### config.mk
export PLATFORM = sky130hd
export DESIGN_NAME = command_ack_resend_link_unit
export DESIGN_NICKNAME = d
export VERILOG_FILES = /design/src/design/carl_pkg.sv /design/src/design/carl_cell.sv /design/src/design/carl_ctrl.sv /design/src/design/command_ack_resend_link_unit.sv
export SDC_FILE = /design/constraint.sdc
export NUM_CORES = 1
export LEC_CHECK = 0
export BUFFER_PORTS_ARGS = -buffer_cell sky130_fd_sc_hd__buf_2
export CAP_MARGIN = 30
export CORE_MARGIN = 2
export CORE_UTILIZATION = 60
export CTS_CLUSTER_DIAMETER = 40
export DETAILED_ROUTE_END_ITERATION = 7
export PLACE_DENSITY = 0.84
export SLEW_MARGIN = 5
export SYNTH_ARGS = -nofsm -noshare
export SYNTH_HDL_FRONTEND = slang
export SYNTH_SLANG_ARGS = --single-unit
### constraint.sdc
create_clock -name clk -period 3.45 [get_ports clk]
set_clock_uncertainty 0.05 [all_clocks]
set_input_delay 0 -clock clk [delete_from_list [all_inputs] [get_ports clk]]
set_output_delay 0 -clock clk [all_outputs]
set_load 0.01 [all_outputs]
### src/design/carl_pkg.sv
// ----------------------------------------------------------------------------
// carl_pkg: shared types and constants for the command/ack/resend link
// Command text, carriage return code, window depth and the structs passed
// between the window cells, the window reduction and the link controller.
// ----------------------------------------------------------------------------
package carl_pkg;

    localparam int unsigned WINDOW_DEPTH = 5;
    localparam int unsigned BYTE_W       = 8;
    localparam int unsigned TIMEOUT_W    = 16;

    localparam logic [BYTE_W-1:0]    CH_CR         = 8'h0D;
    localparam logic [TIMEOUT_W-1:0] TIMEOUT_RESET = 16'd30;

    // req_type codes
    localparam logic REQ_BYTE = 1'b0;
    localparam logic REQ_TICK = 1'b1;

    // Per-cell match flags, registered inside each window cell
    typedef struct packed {
        logic req_match;
        logic ack_match;
    } carl_flags_t;

    // Decoded command for the controller
    typedef struct packed {
        logic is_byte;
        logic start;
        logic ack;
    } carl_cmd_t;

    // "!RST#", oldest byte at position 0
    function automatic logic [BYTE_W-1:0] req_char(input int unsigned pos);
        logic [BYTE_W-1:0] c;
        case (pos)
            0:       c = 8'h21; // '!'
            1:       c = 8'h52; // 'R'
            2:       c = 8'h53; // 'S'
            3:       c = 8'h54; // 'T'
            4:       c = 8'h23; // '#'
            default: c = 8'h00;
        endcase
        return c;
    endfunction

    // "!OK#" in the four newest positions; position 0 takes no part
    function automatic logic [BYTE_W-1:0] ack_char(input int unsigned pos);
        logic [BYTE_W-1:0] c;
        case (pos)
            1:       c = 8'h21; // '!'
            2:       c = 8'h4F; // 'O'
            3:       c = 8'h4B; // 'K'
            4:       c = 8'h23; // '#'
            default: c = 8'h00;
        endcase
        return c;
    endfunction

endpackage

### src/design/carl_cell.sv
// ----------------------------------------------------------------------------
// carl_cell: one byte position of the receive window
// Holds one byte, passes it on to the older neighbor on each shift and keeps
// registered flags telling whether its byte matches the command text.
// ----------------------------------------------------------------------------
module carl_cell #(
    parameter int unsigned CELL_IDX = 0
) (
    input  logic                         clk,
    input  logic                         rst_n,
    input  logic                         shift_en,
    input  logic [carl_pkg::BYTE_W-1:0]  din,
    output logic [carl_pkg::BYTE_W-1:0]  dout,
    output carl_pkg::carl_flags_t        flags
);

    localparam logic [carl_pkg::BYTE_W-1:0] REQ_CHAR = carl_pkg::req_char(CELL_IDX);
    localparam logic [carl_pkg::BYTE_W-1:0] ACK_CHAR = carl_pkg::ack_char(CELL_IDX);
    localparam bit                          HAS_ACK  = (CELL_IDX != 0);

    logic [carl_pkg::BYTE_W-1:0] byte_reg;
    carl_pkg::carl_flags_t       flags_reg;
    carl_pkg::carl_flags_t       flags_next;

    always_comb
    begin
        flags_next.req_match = (din == REQ_CHAR);
        // oldest cell is outside the ack text, so it never blocks a match
        flags_next.ack_match = HAS_ACK ? (din == ACK_CHAR) : 1'b1;
    end

    always_ff @(posedge clk or negedge rst_n)
    begin
        if (!rst_n)
        begin
            byte_reg            <= '0;
            flags_reg.req_match <= 1'b0;
            flags_reg.ack_match <= !HAS_ACK;
        end
        else if (shift_en)
        begin
            byte_reg  <= din;
            flags_reg <= flags_next;
        end
    end

    assign dout  = byte_reg;
    assign flags = flags_reg;

endmodule

### src/design/carl_ctrl.sv
// ----------------------------------------------------------------------------
// carl_ctrl: link state, countdown and output register
// Tracks free/waiting, runs the acknowledge countdown on ticks and holds the
// result word until the sink takes it.
// ----------------------------------------------------------------------------
module carl_ctrl (
    input  logic                           clk,
    input  logic                           rst_n,
    input  logic                           in_valid,
    output logic                           in_ready,
    input  carl_pkg::carl_cmd_t            cmd,
    input  logic [carl_pkg::BYTE_W-1:0]    adc_sample,
    input  logic [carl_pkg::TIMEOUT_W-1:0] timeout_ticks,
    output logic                           out_valid,
    input  logic                           out_ready,
    output logic                           send_now,
    output logic                           is_resend,
    output logic [carl_pkg::BYTE_W-1:0]    report_value,
    output logic                           waiting
);

    logic                           accept;
    logic                           wait_reg,    wait_next;
    logic [carl_pkg::TIMEOUT_W-1:0] count_reg,   count_next;
    logic [carl_pkg::BYTE_W-1:0]    latched_reg, latched_next;
    logic                           send_next, resend_next;
    logic [carl_pkg::BYTE_W-1:0]    value_next;
    logic                           ovalid_reg;
    logic                           send_reg, resend_reg;
    logic [carl_pkg::BYTE_W-1:0]    value_reg;
    logic                           expired;

    assign in_ready = !ovalid_reg || out_ready;
    assign accept   = in_valid && in_ready;
    // countdown of 0 or 1 expires on this tick
    assign expired  = (count_reg[carl_pkg::TIMEOUT_W-1:1] == '0);

    always_comb
    begin
        wait_next    = wait_reg;
        count_next   = count_reg;
        latched_next = latched_reg;
        send_next    = 1'b0;
        resend_next  = 1'b0;
        value_next   = '0;
        if (cmd.start)
        begin
            latched_next = adc_sample;
            wait_next    = 1'b1;
            count_next   = timeout_ticks;
            send_next    = 1'b1;
            value_next   = adc_sample;
        end
        else if (cmd.ack)
        begin
            wait_next = 1'b0;
        end
        else if (!cmd.is_byte && wait_reg)
        begin
            if (expired)
            begin
                send_next   = 1'b1;
                resend_next = 1'b1;
                value_next  = latched_reg;
                count_next  = timeout_ticks;
            end
            else
            begin
                count_next = count_reg - 1'b1;
            end
        end
    end

    always_ff @(posedge clk or negedge rst_n)
    begin
        if (!rst_n)
        begin
            wait_reg    <= 1'b0;
            count_reg   <= '0;
            latched_reg <= '0;
            ovalid_reg  <= 1'b0;
        end
        else
        begin
            if (accept)
            begin
                wait_reg    <= wait_next;
                count_reg   <= count_next;
                latched_reg <= latched_next;
                ovalid_reg  <= 1'b1;
            end
            else if (out_ready)
            begin
                ovalid_reg <= 1'b0;
            end
        end
    end

    // result payload, no reset needed
    always_ff @(posedge clk)
    begin
        if (accept)
        begin
            send_reg   <= send_next;
            resend_reg <= resend_next;
            value_reg  <= value_next;
        end
    end

    assign out_valid    = ovalid_reg;
    assign send_now     = send_reg;
    assign is_resend    = resend_reg;
    assign report_value = value_reg;
    assign waiting      = wait_reg;

    a_resend_is_send: assert property (@(posedge clk) disable iff (!rst_n)
        out_valid && is_resend |-> send_now)
        else $error("resend without send");

    a_idle_value_zero: assert property (@(posedge clk) disable iff (!rst_n)
        out_valid && !send_now |-> report_value == '0)
        else $error("report value set on a word without send");

    a_send_while_waiting: assert property (@(posedge clk) disable iff (!rst_n)
        out_valid && send_now |-> waiting)
        else $error("sample sent while link is free");

    a_start_enters_wait: assert property (@(posedge clk) disable iff (!rst_n)
        accept && cmd.start |=> wait_reg && count_reg == $past(timeout_ticks))
        else $error("request did not load the wait state");

    a_free_tick_holds: assert property (@(posedge clk) disable iff (!rst_n)
        accept && !cmd.is_byte && !wait_reg |=> $stable(count_reg) && !wait_reg)
        else $error("tick while free changed the countdown");

endmodule

### src/design/command_ack_resend_link_unit.sv
// ----------------------------------------------------------------------------
// command_ack_resend_link_unit: serial command link with ack timeout/resend
// Watches received bytes for "!RST#"+CR (send the sample, wait for ack) and
// "!OK#"+CR (ack), and resends the latched sample on each countdown expiry.
// ----------------------------------------------------------------------------
//
//  Channel   Dir  Handshake            Word contents
//  -------   ---  -------------------  ---------------------------------------
//  in        in   in_valid/in_ready    req_type, rx_byte, adc_sample
//  out       out  out_valid/out_ready  send_now, is_resend, report_value,
//                                      waiting
//  cfg       in   cfg_wr_en            cfg_wr_data -> timeout_ticks
//
//  One input word per cycle while the output is not stalled; each word
//  produces exactly one output word, in the cycle after acceptance.
//  The throughput limit is the single output register: a new word is taken
//  whenever that register is empty or is being drained in the same cycle.
//  A stalled output holds its word and backs up the input via in_ready.
//  Reset (rst_n low, asynchronous) clears the window, the link state, the
//  countdown and latched sample, and sets timeout_ticks to 30.
//
module command_ack_resend_link_unit (
    input  logic                           clk,
    input  logic                           rst_n,
    // input words
    input  logic                           in_valid,
    output logic                           in_ready,
    input  logic                           req_type,
    input  logic [carl_pkg::BYTE_W-1:0]    rx_byte,
    input  logic [carl_pkg::BYTE_W-1:0]    adc_sample,
    // result words
    output logic                           out_valid,
    input  logic                           out_ready,
    output logic                           send_now,
    output logic                           is_resend,
    output logic [carl_pkg::BYTE_W-1:0]    report_value,
    output logic                           waiting,
    // timeout register
    input  logic                           cfg_wr_en,
    input  logic [carl_pkg::TIMEOUT_W-1:0] cfg_wr_data
);

    localparam int unsigned DEPTH = carl_pkg::WINDOW_DEPTH;

    logic [carl_pkg::TIMEOUT_W-1:0] timeout_reg;
    logic                           shift_en;
    logic [carl_pkg::BYTE_W-1:0]    chain [DEPTH+1];
    carl_pkg::carl_flags_t          flags [DEPTH];
    logic [DEPTH-1:0]               req_hits;
    logic [DEPTH-1:0]               ack_hits;
    logic                           is_cr;
    carl_pkg::carl_cmd_t            cmd;

    // Timeout register; a new value is used at the next countdown load
    always_ff @(posedge clk or negedge rst_n)
    begin
        if (!rst_n)
        begin
            timeout_reg <= carl_pkg::TIMEOUT_RESET;
        end
        else if (cfg_wr_en)
        begin
            timeout_reg <= cfg_wr_data;
        end
    end

    // Window: only received bytes shift in, ticks leave it alone
    assign shift_en     = in_valid && in_ready && (req_type == carl_pkg::REQ_BYTE);
    assign chain[DEPTH] = rx_byte;

    // Cell DEPTH-1 holds the newest byte, cell 0 the oldest; bytes fall off
    // the old end, there is no wrap.
    for (genvar i = 0; i < DEPTH; i++)
    begin : g_cell
        carl_cell #(
            .CELL_IDX (i)
        ) u_cell (
            .clk      (clk),
            .rst_n    (rst_n),
            .shift_en (shift_en),
            .din      (chain[i+1]),
            .dout     (chain[i]),
            .flags    (flags[i])
        );
        assign req_hits[i] = flags[i].req_match;
        assign ack_hits[i] = flags[i].ack_match;
    end

    // Command decode compares against the window before this byte goes in.
    // A full request takes priority; anything else ending in CR is ignored.
    always_comb
    begin
        is_cr       = (rx_byte == carl_pkg::CH_CR);
        cmd.is_byte = (req_type == carl_pkg::REQ_BYTE);
        cmd.start   = cmd.is_byte && is_cr && (&req_hits);
        cmd.ack     = cmd.is_byte && is_cr && !(&req_hits) && (&ack_hits);
    end

    carl_ctrl u_ctrl (
        .clk           (clk),
        .rst_n         (rst_n),
        .in_valid      (in_valid),
        .in_ready      (in_ready),
        .cmd           (cmd),
        .adc_sample    (adc_sample),
        .timeout_ticks (timeout_reg),
        .out_valid     (out_valid),
        .out_ready     (out_ready),
        .send_now      (send_now),
        .is_resend     (is_resend),
        .report_value  (report_value),
        .waiting       (waiting)
    );

endmodule
==> out/metrics.cfg, run 1 <==
[power]
max-vdd-ir-drop_uv=270
leakagePower_uw=0.00240
p_per_area_nw_per_um2=444

[die]
die_area_um2=7600
rows=30
start_util_pct=61.4
fp.coreArea_um2=6760
die_h_um=87.2
fp.dieW_um=87.2
ios=51

[global_route]
grt_pass1_vias=3245
track_usage_pct=27.5
overflow=0
grt_pass1_wl_mm=16.1
antenna_found_initial=0
grt_max_degree=65
met2_usage_pct=45.4
use_met3_pct=5.21
gr-max-usage-layer=met2
met1_usage_pct=37.9

[synth]
yosysWarnings=0
synth-seq-area-share_pct=56.8
post-synth-top-count-cell=nand2_1
postSynthCellCount=395
synth-edff-count=10
postSynthAreaPerCell_um2=10.5
synth_largest_area_cell=dfrtp_1
synth-seq-cells=92
syn-num-nets=434
postSynth.asyncResetShare_pct=89.1
syn_area_um2=4150
synth_cell_type_count=52
synth_flop_cell=dfrtp_1
ys_top_cells_by_area=dfrtp_1 (47%), nand2_1 (11%), edfxtp_1 (7.2%), mux2_2 (6.5%), dfstp_2 (2.5%)
yosys-top-cells-count=nand2_1 (119), dfrtp_1 (78), mux2_2 (24), nor2_1 (14), clkbuf_1 (11)
yosys.area.top_type_share_pct=47.0

[finish]
syn2layout_area_growth_pct=21.9
final_nets=520
layoutNonFillerInstCount=566
largest_reg_flops=32
n_fill_cell=418
drive_gt1_share_pct=22.6
diodes=0

[drt]
drtIter0Drc=406
drt_wl_total_mm=9.81
drc=0
wl_per_cell_um=17.3
vias=3353
ant_nets=0
viasPerCell=5.92
dr.pass1.iters=5

[timing]
maxSlewHeadroom_pct=55.8
setup_tns_ns=0
min_period_ns=2.33
min_period_over_period_pct=67.7
drv_slew=0
hold_viol=0
worst_pin_slew_ns=0.657
rsz0062_at_grt=false
clock.fmax_mhz=428
finalSetupViolations=0

[setup_path]
cp_max_fo=11
cp-start-kind=register
slowest_stage=or4_4
cp_num_buf_inv=1
crit_path_end_kind=register
crit_type=reg2reg
critPathRequiredTime_ns=3.67
critPathMaxStageDelay_ns=0.59
critPathTopFamily=simple AND/OR/NAND/NOR gates
worstPathArrival_ns=2.56
cp_cell_sequence=or4_4, nor3_4, a21oi_2, buf_4, a21oi_1, a2bb2oi_1

[cts]
cts_root_buffer=clkbuf_8
cts_buffers=9
cts_setup_buffers=0
clock-sinks=92
cts_buffer_depth=2
tritoncts=built
worstSkewPairLatency_ns=0.35
cts.clk_slew.worst_paths_ns=0.09
htreeDepth=3

[status]
outcome=complete, no violations

[hold_path]
min_path_type=in2async

[placement]
portBuffers=50
place.gp.congestion=0.817
dp_hpwl_mm=5.86
place_inst=513

[run]
maxCapViolCount=0

cell families (layout without fill, tap and decap cells):
group / after synthesis / after routing / share of synthesized area (%)
DFF: 92 / 92 / 56.8
buffers and inverters: 25 / 116 / 2.83
adders and majority gates: 1 / 1 / 0.301
AOI/OAI and AO/OA: 58 / 58 / 9.89
and+or+nand+nor: 185 / 185 / 21.3
muxes: 34 / 34 / 8.92
cells in the final DEF, fill, tap and decap left out, types with 10 or more instances in the layout:
cell / count
nand2_1: 119
dfrtp_1: 78
buf_2: 49
dlygate4sd3_1: 36
mux2_2: 24
nor2_1: 13
mux2i_1: 10
o21ai_0: 10
edfxtp_1: 10
repair_timing:
action	4_1_cts	5_1_grt
gates resized for setup	0	0
hold buffers	36	0
setup endpoints to repair	0	0
endpoints found under the hold margin	121	0
layer usage:
| layer | share of wire [%] | up-vias |
|---|---|---|
| met2 | 51 | 166 |
| li1 | - | 1554 |
| met5 | 0 | - |
| met1 | 41 | 1617 |
| met3 | 6.8 | 16 |
| met4 | 1.3 | 0 |
per-stage QoR:
stage | area (um2) | hold slack (ns) | util, % | power (uW) | setup slack [ns]
floorplan | 4150 | -0.346 | - | 1410 | 1.45
global placement | 4440 | 0.168 | 65.7 | 1490 | 1.15
CTS | 5050 | 0.0334 | 74.7 | 2240 | 1.01
finish | 5060 | 0.0304 | 74.9 | 2250 | 1.12
detailed placement | 4500 | -0.152 | 66.5 | 1510 | 1.02
global route | 5060 | 0.0543 | 74.9 | 2340 | 0.927
layout make-up:
| cell class | instances | area (um2) | area share, % |
|---|---|---|---|
| multi-input cells | 278 | 1680 | 33.2 |
| repair buffers | 92 | 702 | 13.9 |
| clock inverters | 6 | 65.1 | 1.29 |
| inverters | 8 | 30.0 | 0.593 |
| well taps | 80 | 100 | 1.98 |
| clock buffers | 10 | 128 | 2.52 |
| flip-flops and latches | 92 | 2360 | 46.6 |
worst reg2reg max path, cell delays in order (launching register included):
cell and delay (ns):
dfrtp_1 0.46, or4_4 0.59, nor3_4 0.31, a21oi_2 0.23, buf_4 0.27, a21oi_1 0.17
a2bb2oi_1 0.17
worst paths after layout:
check	from	end	slack, ns	cells after the start
worst max-delay path	u_ctrl.count_reg[11]$_DFFE_PN0P_	u_ctrl.count_reg[3]$_DFFE_PN0P_	1.12	6
worst min-delay path	rst_n	g_cell[2].u_cell.dout[6]$_DFFE_PN0P_	0.03	2
worst max register to register	u_ctrl.count_reg[11]$_DFFE_PN0P_	u_ctrl.count_reg[3]$_DFFE_PN0P_	1.12	6
worst min register to register	g_cell[1].u_cell.dout[5]$_DFFE_PN0P_	g_cell[1].u_cell.dout[5]$_DFFE_PN0P_	0.43	2
max in group asynchronous	rst_n	timeout_reg[2]$_DFFE_PN1P_	2.66	3
min in group clk	cfg_wr_en	timeout_reg[15]$_DFFE_PN0P_	0.12	2
power breakdown:
part | internal (uW) | leakage (uW) | total, uW | switching (uW)
Combinational | 121 | 0.00116 | 245 | 124
Clock | 336 | 0.0000979 | 711 | 376
Sequential | 1200 | 0.00114 | 1290 | 86.4
Total | 1660 | 0.00240 | 2250 | 587
Power figures use the tool's default switching activity.
==> inputs of run 2 (changes only) <==
Settings changed: CORE_UTILIZATION 60 to 52, PLACE_DENSITY 0.84 to 0.77.
Clock period 3.45 ns to 1.9 ns, I/O delays scaled along.
==> run 2 against run 1 <==
  * Worst hold slack improved by 0.074 ns
  * Clock-buffer cell count did not move
  * Combinational power is 80% higher
  * Via count up 0.69%
  * The flow now finishes with violations (setup timing)
  * Sequential cell count unchanged
  * Maximum frequency up 19%
  * Routed wire length decreased by 3.6%
  * Cell area up 8.5%
  * Setup slack got worse by 1.2 ns
  * Total power increased by 85%
  * Non-clock buffer count up 32
==> out/metrics.cfg, run 2 (synthesized netlist as in run 1, its figures left out) <==
[power]
p_sw_share_pct=24.7  ; -1.5 points
leakagePower_uw=0.00260  ; +8.4%
p_seq_share_pct=56.1  ; -1.3 points
p_per_area_nw_per_um2=757  ; +71%
total_power_uw=4160  ; +85%
switchingPower_uw=1030  ; +75%
pwr-share-comb_pct=10.6  ; -0.3 points
max-vdd-ir-drop_uv=569  ; +110%
intPower_uw=3130  ; +89%
clock_power_share_pct=33.3  ; +1.6 points

[die]
fp.coreArea_um2=7730  ; +14%
start_util_pct=53.7  ; -7.7 points
fp.dieW_um=93.3  ; +7.1%
die_h_um=93.3  ; +7.1%
die_area_um2=8710  ; +15%
rows=32  ; +6.7%
ios=51  ; unchanged

[setup_path]
r2r-start=u_ctrl.count_reg[11]$_DFFE_PN0P_
cp_num_buf_inv=2  ; +1
worstRegToRegCells=7  ; +1
crit_path_end_kind=register
crit_type=reg2reg
worstPathArrival_ns=2.20  ; -0.36 ns
slowest_stage=or4_4
worstReg2RegEnd=u_ctrl.count_reg[6]$_DFFE_PN0P_
critPathMaxStageDelay_ns=0.56  ; -0.03 ns
critPathRequiredTime_ns=2.14  ; -1.53 ns
cp-start-kind=register
critPathTopFamily=simple AND/OR/NAND/NOR gates
cp_cell_sequence=or4_4, nor3_4, buf_6, a21o_1, buf_4, o21a_1, a2bb2oi_2
cp_max_fo=4  ; -7
reg2reg_slack_ns=-0.06  ; -1.17 ns

[finish]
final_common_cell=nand2_1
diodes=0  ; unchanged
syn2layout_area_growth_pct=32.3
largest_reg_flops=32  ; unchanged
layoutNonFillerInstCount=621  ; +9.7%
finish.utilization_pct=71.0  ; -3.9 points
drive_gt1_share_pct=31.2  ; +8.6 points
mostFrequentLayoutCells=nand2_1 (118), dfrtp_1 (78), buf_2 (49), dlygate4sd3_1 (37), buf_4 (31)
final_nets=553  ; +6.3%

[drt]
drt_wl_total_mm=9.46  ; -3.6%
vias=3376  ; +0.69%
wl_per_cell_um=15.2  ; -12%
ant_nets=0  ; unchanged
drc=0  ; unchanged
dr.pass1.iters=4  ; -1
drtIter0Drc=218  ; -46%
viasPerCell=5.44  ; -8.2%

[timing]
hold_viol=0  ; unchanged
finalSetupViolations=5  ; +5
rsz0062_at_grt=true
min_period_ns=1.96  ; -0.378 ns
fin_ws_ns=-0.0557  ; -1.17 ns
worst_pin_slew_ns=0.772  ; +0.114 ns
maxSlewHeadroom_pct=48.4  ; -7.4 points
drv_slew=0  ; unchanged
min_period_over_period_pct=103  ; +35 points
clock.fmax_mhz=511  ; +19%

[cts]
cts_root_buffer=clkbuf_8
cts_buffers=9  ; unchanged
cts.clk_slew.worst_paths_ns=0.09  ; about the same
clock-sinks=92  ; unchanged
cts_buffer_depth=2  ; unchanged
htreeDepth=3  ; unchanged
worstSkewPairLatency_ns=0.36  ; about the same
tritoncts=built

[placement]
place_inst=557  ; +8.6%
portBuffers=50  ; unchanged
dp_hpwl_mm=5.84  ; -0.44%
place.gp.congestion=0.816  ; -0.16%

[run]
maxCapViolCount=0  ; unchanged

[status]
outcome=finished with violations
violations=setup timing

[global_route]
grt_pass1_wl_mm=15.7  ; -2.8%
antenna_found_initial=0  ; unchanged
overflow=0  ; unchanged
track_usage_pct=23.1  ; -4.4 points
grt_max_degree=66  ; +1.5%
grt_pass1_vias=3295  ; +1.5%

[hold_path]
min_path_type=in2reg
worstHoldStart=rx_byte[4]
hold_end=u_ctrl.waiting$_DFFE_PN0P_
hold_depth=5

run 2: cell types whose count changed in the layout (fill, tap and decap cells not counted), sizes merged:
cell         delta
buf            +31
bufinv          +1
clkinv          -1
dlygate4sd3     +1
nor2            +1
run 2: how the worst max path moves through the flow:
stage	startpoint	to	slack, ns	depth (start not counted)
2_1_floorplan	u_ctrl.count_reg[11]$_DFFE_PN0P_	u_ctrl.count_reg[7]$_DFFE_PN0P_	0.01	6
3_3_place_gp	u_ctrl.count_reg[11]$_DFFE_PN0P_	u_ctrl.report_value[6]$_DFFE_PP_	0.003	5
3_5_place_dp	u_ctrl.count_reg[11]$_DFFE_PN0P_	u_ctrl.report_value[7]$_DFFE_PP_	-0.07	5
4_1_cts	u_ctrl.count_reg[11]$_DFFE_PN0P_	u_ctrl.count_reg[8]$_DFFE_PN0P_	-0.005	7
5_1_grt	u_ctrl.count_reg[11]$_DFFE_PN0P_	u_ctrl.count_reg[6]$_DFFE_PN0P_	-0.14	7
6_report	u_ctrl.count_reg[11]$_DFFE_PN0P_	u_ctrl.count_reg[6]$_DFFE_PN0P_	-0.06	7
run 2: area by class of cell:
type,count,area (um2)
multi-input cells,279,1800
fillers,547,2240
flip-flops and latches,92,2360
repair buffers,124,970
clock inverters,6,78.8
inverters,8,30.0
well taps,102,128
clock buffers,10,128
run 2: metal layers:
layer / up-vias / part of all wire [%] / global-route usage, %
met5: - / 0 / 0
met4: 0 / 1.3 / 8.46
met3: 13 / 5.3 / 3.55
met2: 97 / 47 / 35.1
met1: 1643 / 47 / 33.9
li1: 1623 / - / -
run 2: worst min-delay path: cells and delay by family:
family / cells / cell delay [ns]
compound gates: 1 / 0.07
buf+inv: 1 / 0.11
simple gates: 3 / 0.29
run 2: through the flow:
step / area (um2) / hold WS, ns / setup TNS (ns) / setup slack [ns]
floorplan: 4150 / -0.346 / 0 / 0.0134
global placement: 4690 / -0.167 / 0 / 0.00311
detailed placement: 4690 / -0.160 / -0.595 / -0.0708
CTS: 5380 / 0.0985 / -0.00840 / -0.00550
global route: 5490 / 0.116 / -1.79 / -0.142
finish: 5490 / 0.105 / -0.188 / -0.0557
run 2: power by group through the flow:
| stage | sequential (uW) | clock (uW) | combinational, uW |
|---|---|---|---|
| 5_1_grt | 2360 | 1500 | 500 |
| 4_1_cts | 2330 | 1410 | 440 |
| 3_5_place_dp | 2360 | 0 | 379 |
| 6_report | 2330 | 1390 | 440 |
| 2_1_floorplan | 2330 | 0 | 227 |
| 3_3_place_gp | 2360 | 0 | 362 |
run 2: timing repair:
item                                    CTS  global route
gates cloned                              2             0
buffers inserted                          6             3
gates resized for setup                  11            18
endpoints found under the hold margin   120             0
endpoints found under the setup margin   21            26
hold buffers                             37             0
pin swaps                                12             6
==> inputs of run 3 (changes only) <==
Settings changed: CORE_MARGIN 2 to default, CORE_UTILIZATION 52 to 58, HOLD_SLACK_MARGIN from default to 0.06, PLACE_DENSITY 0.77 to 0.82.
Clock period 1.9 ns to 2.1 ns, I/O delays scaled along.
==> run 3 against run 2 <==
  * The run now ends clean
  * Clock-buffer cell count fell by 1
  * Critical path depth fell by 1
  * Total power fell by 11%
  * Global-route usage rose by 3.5 points
  * First-iteration DRC count rose by 4.1%
  * Maximum frequency fell by 3.3%
  * Setup slack improved by 0.13 ns
  * Sequential cell count did not move
  * Worst hold slack got worse by 0.013 ns
  * Routed wire length fell by 1.5%
  * Largest cell class unchanged
  * Largest power group unchanged
==> out/metrics.cfg, run 3 (synthesized netlist as in run 1, its figures left out) <==
[finish]
largest_reg_flops=32  ; unchanged
n_fill_cell=463  ; -15%
final_nets=533  ; -3.6%
diodes=0  ; unchanged
final_common_cell=nand2_1
drive_gt1_share_pct=25.9  ; -5.4 points
syn2layout_area_growth_pct=25.9
layoutNonFillerInstCount=595  ; -4.2%
mostFrequentLayoutCells=nand2_1 (119), dfrtp_1 (78), buf_2 (49), dlygate4sd3_1 (36), mux2_2 (24)

[setup_path]
cp_cell_sequence=inv_2, ha_2, or4b_4, or3_1, a21oi_1, a2bb2oi_1
crit_type=reg2reg
critPathTopFamily=simple AND/OR/NAND/NOR gates
cp-start-kind=register
critPathMaxStageDelay_ns=0.50  ; -0.06 ns
critPathRequiredTime_ns=2.33  ; +0.19 ns
slowest_stage=or4b_4
crit_path_end_kind=register
cp_num_buf_inv=1  ; -1
cp_max_fo=5  ; +1
worstPathArrival_ns=2.25  ; +0.05 ns

[cts]
cts_buffers=9  ; unchanged
cts_root_buffer=clkbuf_8
tritoncts=built
htreeDepth=3  ; unchanged
cts.clk_slew.worst_paths_ns=0.10  ; about the same
cts_buffer_depth=2  ; unchanged
clock-sinks=92  ; unchanged
worstSkewPairLatency_ns=0.37  ; about the same

[drt]
drtIter0Drc=227  ; +4.1%
vias=3317  ; -1.7%
wl_per_cell_um=15.7  ; +2.8%
dr.pass1.iters=4  ; unchanged
viasPerCell=5.57  ; +2.5%
drt_wl_total_mm=9.32  ; -1.5%
ant_nets=0  ; unchanged
drc=0  ; unchanged

[placement]
place.gp.congestion=0.869  ; +6.5%
dp_hpwl_mm=5.87  ; +0.61%
portBuffers=50  ; unchanged
place_inst=542  ; -2.7%
place_ws_ns=-0.0850  ; -0.0142 ns

[die]
start_util_pct=60.4  ; +6.7 points
die_area_um2=7500  ; -14%
fp.dieW_um=86.6  ; -7.2%
ios=51  ; unchanged
rows=30  ; -6.3%
fp.coreArea_um2=6870  ; -11%
die_h_um=86.6  ; -7.2%

[timing]
hold_viol=0  ; unchanged
rsz0062_at_grt=false
hold_slack_ns=0.0916  ; -0.0133 ns
min_period_over_period_pct=96.3  ; -6.6 points
maxSlewHeadroom_pct=63.5  ; +15 points
drv_slew=0  ; unchanged
min_period_ns=2.02  ; +0.0664 ns
fin_ws_ns=0.0780  ; +0.134 ns
clock.fmax_mhz=495  ; -3.3%
finalSetupViolations=0  ; -5
worst_pin_slew_ns=0.547  ; -0.225 ns

[global_route]
antenna_found_initial=0  ; unchanged
grt_max_degree=47  ; -29%
grt_pass1_vias=3308  ; +0.39%
track_usage_pct=26.6  ; +3.5 points
grt_pass1_wl_mm=15.1  ; -3.4%
overflow=0  ; unchanged

[status]
outcome=complete, no violations

[power]
p_per_area_nw_per_um2=711  ; -6.2%
total_power_uw=3710  ; -11%
max-vdd-ir-drop_uv=381  ; -33%
leakagePower_uw=0.00247  ; -5.0%

[hold_path]
min_path_type=in2reg

[run]
maxCapViolCount=0  ; unchanged

-- run 3: changes by cell type in the layout (fill, tap and decap cells not counted), sizes merged --
cell and delta:
buf -18, inv +3, bufinv -1, clkbuf -1, clkinv -1, dlygate4sd3 -1
nor2 -1
-- run 3: stage by stage --
stage	setup TNS, ns	utilization [%]	cell area, um2
floorplan	0	-	4150
global placement	-0.489	67.0	4600
detailed placement	-0.139	67.2	4620
CTS	0	75.4	5180
global route	0	76.1	5230
finish	0	76.1	5230
-- run 3: timing repair --
action	in CTS	in global routing
setup endpoints to repair	3	26
endpoints found under the hold margin	124	0
resized for setup	2	9
setup buffers	0	1
hold buffers	36	0
pin swaps	0	1
-- run 3: layer usage --
metal	GRT usage [%]	part of all wire, %	wire (um)	up-vias
li1	-	-	-	1578
met1	31.3	41	3820	1635
met2	47.0	53	4950	74
met3	4.19	2.9	271	30
met4	14.4	3.0	282	0
met5	0	0	0	-
-- run 3: worst register-to-register path: cells and delay by family, from the launching register on --
family	cells	cell delay [ns]
buf+inv	1	0.09
simple gates	2	0.82
flops	1	0.41
compound gates	2	0.36
fa+ha+maj	1	0.19
-- run 3: where the power goes --
part / leakage [uW] / total (uW) / switching, uW / internal, uW
clock: 0.0000997 / 1210 / 652 / 557
sequential: 0.00114 / 2110 / 131 / 1970
combinational: 0.00123 / 398 / 204 / 195
total: 0.00247 / 3710 / 987 / 2730
-- run 3: cell type report --
| type | instances | area (um2) | area share, % |
|---|---|---|---|
| Inverter | 8 | 30.0 | 0.575 |
| Clock inverter | 7 | 72.6 | 1.39 |
| Tap cell | 96 | 120 | 2.30 |
| Multi-Input combinational cell | 278 | 1720 | 32.9 |
| Timing Repair Buffer | 105 | 801 | 15.3 |
| Sequential cell | 92 | 2360 | 45.1 |
| Clock buffer | 9 | 124 | 2.37 |
-- run 3: worst paths after layout --
path                                                 startpoint                                    to  slack (ns)  depth (start not counted)
min in group asynchronous                                 rst_n  g_cell[2].u_cell.dout[5]$_DFFE_PN0P_        0.10                          2
max in group asynchronous                                 rst_n      u_ctrl.count_reg[10]$_DFFE_PN0P_        1.28                          3
min reg2reg                g_cell[1].u_cell.dout[3]$_DFFE_PN0P_  g_cell[1].u_cell.dout[3]$_DFFE_PN0P_        0.43                          2
min                                                   cfg_wr_en            timeout_reg[9]$_DFFE_PN0P_        0.09                          2
max reg2reg                     u_ctrl.count_reg[0]$_DFFE_PN0P_      u_ctrl.count_reg[12]$_DFFE_PN0P_        0.08                          6
max                             u_ctrl.count_reg[0]$_DFFE_PN0P_      u_ctrl.count_reg[12]$_DFFE_PN0P_        0.08                          6
